--- config.mk ---
export PLATFORM = sky130hd
export DESIGN_NAME = ppc_cost_acc
export DESIGN_NICKNAME = d
export VERILOG_FILES = /design/src/sv/protein_parsimony_combine_core_defines.svh /design/src/sv/ppc_pkg.sv /design/src/sv/ppc_cost_acc.sv
export SDC_FILE = /design/constraint.sdc
export NUM_CORES = 1
export LEC_CHECK = 0
export BUFFER_PORTS_ARGS = -buffer_cell sky130_fd_sc_hd__buf_2
export CORE_UTILIZATION = 55
export DETAILED_ROUTE_END_ITERATION = 8
export GPL_TIMING_DRIVEN = 0
export PLACE_DENSITY = 0.83
export SYNTH_ARGS = -nofsm -noshare
export SYNTH_HDL_FRONTEND = slang
export SYNTH_SLANG_ARGS = --single-unit
export TNS_END_PERCENT = 30
--- constraint.sdc ---
create_clock -name i_clk -period 3.39 [get_ports i_clk]
set_input_delay 0.5085 -clock i_clk [delete_from_list [all_inputs] [get_ports i_clk]]
set_output_delay 0.5085 -clock i_clk [all_outputs]
set_load 0.02 [all_outputs]
--- src/sv/protein_parsimony_combine_core_defines.svh ---
// Assertion macros shared by the parsimony combine RTL.
// Users must have i_clk and i_rst_n in scope; no other dependencies.
`ifndef PROTEIN_PARSIMONY_COMBINE_CORE_DEFINES_SVH
`define PROTEIN_PARSIMONY_COMBINE_CORE_DEFINES_SVH

// Same-cycle implication, checked outside reset.
`define PPC_ASSERT_IMPL(lbl, ante, cons, msg) \
    lbl: assert property (@(posedge i_clk) disable iff (!i_rst_n) (ante) |-> (cons)) \
        else $error(msg);

// Next-cycle implication, checked outside reset.
`define PPC_ASSERT_NEXT(lbl, ante, cons, msg) \
    lbl: assert property (@(posedge i_clk) disable iff (!i_rst_n) (ante) |=> (cons)) \
        else $error(msg);

`endif

--- src/sv/ppc_pkg.sv ---
// Shared widths, codes and control types of the parsimony combine block.
// No dependencies.
`timescale 1ns / 1ps

package ppc_pkg;

    localparam int unsigned IN_SET_W      = 24;
    localparam int unsigned SET_WIDTH_DEF = 24;
    localparam int unsigned WEIGHT_W      = 16;
    localparam int unsigned COST_W        = 18;
    localparam int unsigned TOTAL_W       = 40;
    localparam int unsigned TBL_IDX_W     = 8;
    localparam int unsigned TBL_DEPTH     = 256;

    typedef enum logic {
        OP_LOAD    = 1'b0,
        OP_COMBINE = 1'b1
    } t_op;

    typedef enum logic [1:0] {
        TBL_LOW  = 2'd0,
        TBL_MID  = 2'd1,
        TBL_HIGH = 2'd2
    } t_tbl_sel;

    // Write and read strobes for the neighbor tables.
    typedef struct packed {
        logic                 we;
        t_tbl_sel             sel;
        logic [TBL_IDX_W-1:0] idx;
        logic                 re_a;
        logic                 re_b;
    } t_tbl_ctrl;

endpackage

--- src/sv/ppc_cost_acc.sv ---
// Saturating running total of position costs, cleared after the last position.
// Depends on ppc_pkg.
`timescale 1ns / 1ps

module ppc_cost_acc (
    input  logic                        i_clk,
    input  logic                        i_rst_n,
    input  logic                        i_add_en,
    input  logic [ppc_pkg::COST_W-1:0]  i_pos_cost,
    input  logic                        i_last,
    output logic [ppc_pkg::TOTAL_W-1:0] o_total
);

    import ppc_pkg::*;

    logic [TOTAL_W-1:0] r_sum;
    logic [TOTAL_W-1:0] n_sum;
    logic [TOTAL_W:0]   sum_wide;
    logic [TOTAL_W-1:0] sum_sat;

    assign sum_wide = {1'b0, r_sum} + (TOTAL_W + 1)'(i_pos_cost);
    assign sum_sat  = sum_wide[TOTAL_W] ? {TOTAL_W{1'b1}} : sum_wide[TOTAL_W-1:0];
    assign o_total  = sum_sat;

    always_comb begin
        n_sum = r_sum;
        if (i_add_en) begin
            n_sum = i_last ? '0 : sum_sat;
        end
    end

    always_ff @(posedge i_clk) begin
        if (!i_rst_n) begin
            r_sum <= '0;
        end else begin
            r_sum <= n_sum;
        end
    end

endmodule

After elaboration in Yosys (flattened, before gate mapping):

Cells that the tools add are included.

* bits in registers: 40
* input port bits: 22
* output and inout port bits: 40
* logic and storage cells: 4

* add/sub/neg operators: 1
* muxes and demuxes: 2

Operators with widths (count)
* two-way mux 40 bit: 2
* adder 40 x 18 -> 41 bit: 1

Longest topological paths before layout:

* word-level depth: 3
* gate-level depth with buffers: 10
* depth with buffers taken out: 9

Worst setup path after synthesis:

No wires, ideal clock.

* kind: in2out
* start point: in i_pos_cost[0] in the netlist's numbering
* end point: out o_total[36] in the netlist's numbering
* arrival time: 2710 ps
* data required time: 2882 ps
* setup slack: 172 ps
* stages: 10
* buffers on the path: 1
* cell sequence: ha_1 > fa_1 > a211oi_1 > o211ai_1 > a21oi_2 > a21boi_4 > and3_1 > buf_4 > nand3_1 > mux2_2

* longest elaborated chain between the ends: 2

Ends and longest elaborated chain
* start, declared: line ppc_cost_acc.sv:9 `input logic [ppc_pkg::COST_W-1:0] i_pos_cost,`
* adder 40 x 18 -> 41 bit: line ppc_cost_acc.sv:21 `assign sum_wide = {1'b0, r_sum} + (TOTAL_W + 1)'(i_pos_cost);`
* two-way mux 40 bit: line ppc_cost_acc.sv:22 `assign sum_sat = sum_wide[TOTAL_W] ? {TOTAL_W{1'b1}} : sum_wide[TOTAL_W-1:0];`
* end, declared: line ppc_cost_acc.sv:11 `output logic [ppc_pkg::TOTAL_W-1:0] o_total`

No other way between the ends.

Final worst setup path:

Same ends and word-level chain as after synthesis.

==> flow_metrics.env <==
export IMPL_status="complete, but fails checks"
export IMPL_violations="negative setup slack"
export IMPL_grt_max_degree=13
export IMPL_syn_area_mm2=0.00339
export IMPL_dp_hpwl_um=7000
export IMPL_cts_root_buf="clkbuf_8"
export IMPL_initial_core_util=0.572
export IMPL_fin_crit_ns=3.42
export IMPL_crit_slowest_cell="fa_2"
export IMPL_required_ns=2.88
export IMPL_drive_gt1_frac=0.225
export IMPL_synthArstFlopShare=0
export IMPL_netlist_instances=441
export IMPL_cpMostUsedCell="buf_2"
export IMPL_clk_pin_slew_ns=0.08
export IMPL_grt_pass1_vias=3351
export IMPL_largest_register_ff_count=40
export IMPL_setup_ws_ns=-0.0293
export IMPL_htree_levels=2
export IMPL_io_pins=62
export IMPL_relSlewSlack=0.613
export IMPL_crit_type="in -> out"
export IMPL_switching_share=0.355
export IMPL_fp_dieW_um=80.5
export IMPL_synthFlopType="dfxtp_1"
export IMPL_synth_adder_area_share=0.0724
export IMPL_dieArea_mm2=0.00648
export IMPL_start_kind="primary input"
export IMPL_clkPwrFrac=0.278
export IMPL_power_share_sequential=0.421
export IMPL_dpl_cell_count=577
export IMPL_pre_cts_slack_ns=-0.488
export IMPL_syn_to_final_growth_pct=16.8
export IMPL_synth_compound_area_share=0.295
export IMPL_setup_viol=1
export IMPL_detail_route_iter0_violations=263
export IMPL_clk_path_buf_depth=2
export IMPL_hold_viol_final=0
export IMPL_yosysSeqAreaShare=0.236
export IMPL_worst_path_buf_inv=3
export IMPL_synth_seq_cells=40
export IMPL_drc_errors=0
export IMPL_synth_top_family_by_area="compound AO/OA/AOI/OAI gates"
export IMPL_hold_buffers=0
export IMPL_fillers=522
export IMPL_antenna_found_initial=0
export IMPL_hold_slack_ns=0.478
export IMPL_fmax_mhz=292
export IMPL_clk_latency_ns=0.31
export IMPL_grt_pass1_wl_um=15300
export IMPL_numPortBuffers=61
export IMPL_worst_path_max_fanout=9
export IMPL_top_regs="r_sum (40)"
export IMPL_die_h_um=80.5
export IMPL_cp_arrival_ns=2.91
export IMPL_internal_power_uw=752
export IMPL_cp_cell_sequence="buf_2, ha_1, fa_2, a211oi_2, o211ai_1, a21oi_2, a21boi_4, and3_1, buf_4, nand3_1, mux2_2, buf_2"
export IMPL_cts_tree="built"
export IMPL_critPathTopFamily="compound AO/OA/AOI/OAI gates"
export IMPL_drtPass1Iterations=5
export IMPL_track_usage=0.301
export IMPL_maxCapViolCount=0
export IMPL_numCtsBuffers=5
export IMPL_via_count=3678
export IMPL_instances_no_fill=585
export IMPL_routed_wl_um=9580
export IMPL_muxShareOfSynthArea=0.0185
export IMPL_cts_sinks=40
export IMPL_rsz0062_at_grt="yes"
export IMPL_endpoint_kind="output port"
export IMPL_post_drt_wl_per_cell_um=16.4
export IMPL_switchingPower_uw=414
export IMPL_synth_edf_count=0
export IMPL_hold_class="reg -> reg"
export IMPL_yosys_area_share_simple=0.261
export IMPL_maxSlewViolCount=0
export IMPL_yosys_area_share_xor_xnor=0.0672
export IMPL_leakage_uw=0.00186
export IMPL_power_density_mw_per_mm2=295
export IMPL_min_period_over_period=1.01
export IMPL_fin_nets=551
export IMPL_core_mm2=0.00592
export IMPL_gp_congestion=0.911
export IMPL_cpPeakStageDelay_ns=0.40
export IMPL_tightest_slew_ns=0.580
export IMPL_ys_warn_count=0
export IMPL_avgSynthCellArea_um2=7.69
export IMPL_num_rows=28
export IMPL_ant_nets=0
export IMPL_synth_cell_type_count=60
export IMPL_routed_via_density=6.29
export IMPL_gr_total_overflow=0
export IMPL_antenna_diode_count=0
export IMPL_syn_num_nets=482
export IMPL_comb_power_share=0.301
export IMPL_ir_drop_mv=0.207
export IMPL_finalClockSkew_ns=0.0103
export IMPL_regMostFlops="r_sum"
[worst paths after layout]
check        slack, ns          end  depth (start not counted)     startpoint
max reg2reg       0.71    r_sum[25]                          9       r_sum[0]
max              -0.03  o_total[36]                         12  i_pos_cost[0]
min reg2reg       0.48    r_sum[17]                          2      r_sum[17]
min               0.48    r_sum[17]                          2      r_sum[17]
[area by class of cell]
type                       count  area (um2)  share of cell area
tap                           75        93.8              0.0237
clock inverter                 2        12.5             0.00316
clock buffer                   5        68.8              0.0174
inverter                       8        30.0             0.00759
sequential                    40         801               0.202
timing repair buffer          63         320              0.0809
buffer                        27         144              0.0364
multi-input combinational    365        2490               0.629
[synth_stat cells, types with 3 or more instances]
master	number	share of area
or2_2	3	0.0055
nor2_1	24	0.027
a31oi_1	3	0.0055
dfxtp_1	40	0.24
buf_2	9	0.013
and4_1	4	0.010
o211ai_1	7	0.016
and3_1	11	0.020
nor4_1	3	0.0055
a211oi_1	7	0.016
and2_1	5	0.0092
a21o_1	10	0.022
ha_1	18	0.066
o311ai_0	3	0.0078
nand3_1	23	0.034
a41oi_1	4	0.010
nor3_1	9	0.013
clkbuf_1	13	0.014
a21oi_1	31	0.046
o21a_1	6	0.013
buf_4	3	0.0066
a22o_1	20	0.052
nor3b_1	4	0.0089
nand4_1	14	0.026
inv_1	8	0.0089
o21ai_0	19	0.028
o21ai_1	3	0.0044
nand2b_1	4	0.0074
xnor2_1	7	0.018
a41o_1	4	0.012
nand2_1	64	0.071
mux2i_1	4	0.012
xor2_1	19	0.049
nor2b_1	3	0.0055
[cells by family after synthesis]
kind of cell               Yosys count
AOI/OAI and AO/OA                  137
xor gates and xnor gates            26
adders and majority gates           19
buffers and inverters               36
DFF                                 40
muxes                                6
and+or+nand+nor                    177
[power by group through the flow]
stage               Sequential (uW)  Clock (uW)  Combinational [uW]
finish                          490         325                 351
global route                    492         346                 386
CTS                             490         325                 341
detailed placement              501           0                 337
global placement                500           0                 329
floorplan                       499           0                 247
[worst reg2reg max path: stages (launching register included)]
cell and delay, ns:
dfxtp_1 0.32, ha_1 0.23, fa_2 0.40, a211oi_2 0.27, o211ai_1 0.16, a21oi_2 0.24
nand2_1 0.09, nand4_1 0.26, or4b_1 0.46, nor3b_1 0.15
[per-stage QoR]
stage | util | setup TNS (ns) | total power [uW] | area, um2
floorplan | - | 0 | 746 | 3390
global placement | 0.640 | -5.54 | 829 | 3790
detailed placement | 0.640 | -6.81 | 837 | 3790
CTS | 0.658 | -0.000633 | 1160 | 3890
global route | 0.668 | -0.407 | 1220 | 3960
finish | 0.668 | -0.0293 | 1170 | 3960
[repair_timing]
action | in CTS | in global routing
endpoints found under the setup margin | 32 | 29
buffers inserted | 1 | 1
endpoints found under the hold margin | 0 | 0
gates resized for setup | 5 | 18
pin swaps | 2 | 1
[per-layer routing]
layer / vias up / track usage / part of all wire
met5: - / 0 / 0
met4: 0 / 0.134 / 0.032
met3: 32 / 0.0545 / 0.068
met2: 158 / 0.513 / 0.48
met1: 1711 / 0.365 / 0.42
li1: 1777 / - / -
[cell usage in the layout, fill, tap and decap left out, types with 3 or more instances in the layout]
cell,count
a22o_1,20
o211ai_1,7
xor2_1,19
nor2_1,22
a41oi_1,4
and3_1,11
ha_1,17
o21a_1,6
clkbuf_8,5
nand3_1,21
mux2i_1,4
inv_1,8
nand2_1,63
nand2b_1,4
a31oi_1,3
nor2b_1,3
buf_4,6
a21o_1,10
o21ai_0,18
clkbuf_1,11
nand4_1,14
nor3_1,9
a21oi_1,31
a211oi_1,6
or2_2,3
and2_1,5
nand3_2,3
o311ai_0,3
buf_2,69
a41o_1,4
dfxtp_1,40
xnor2_1,7
and4_1,4
No activity file was read; power rests on OpenSTA's default activity.
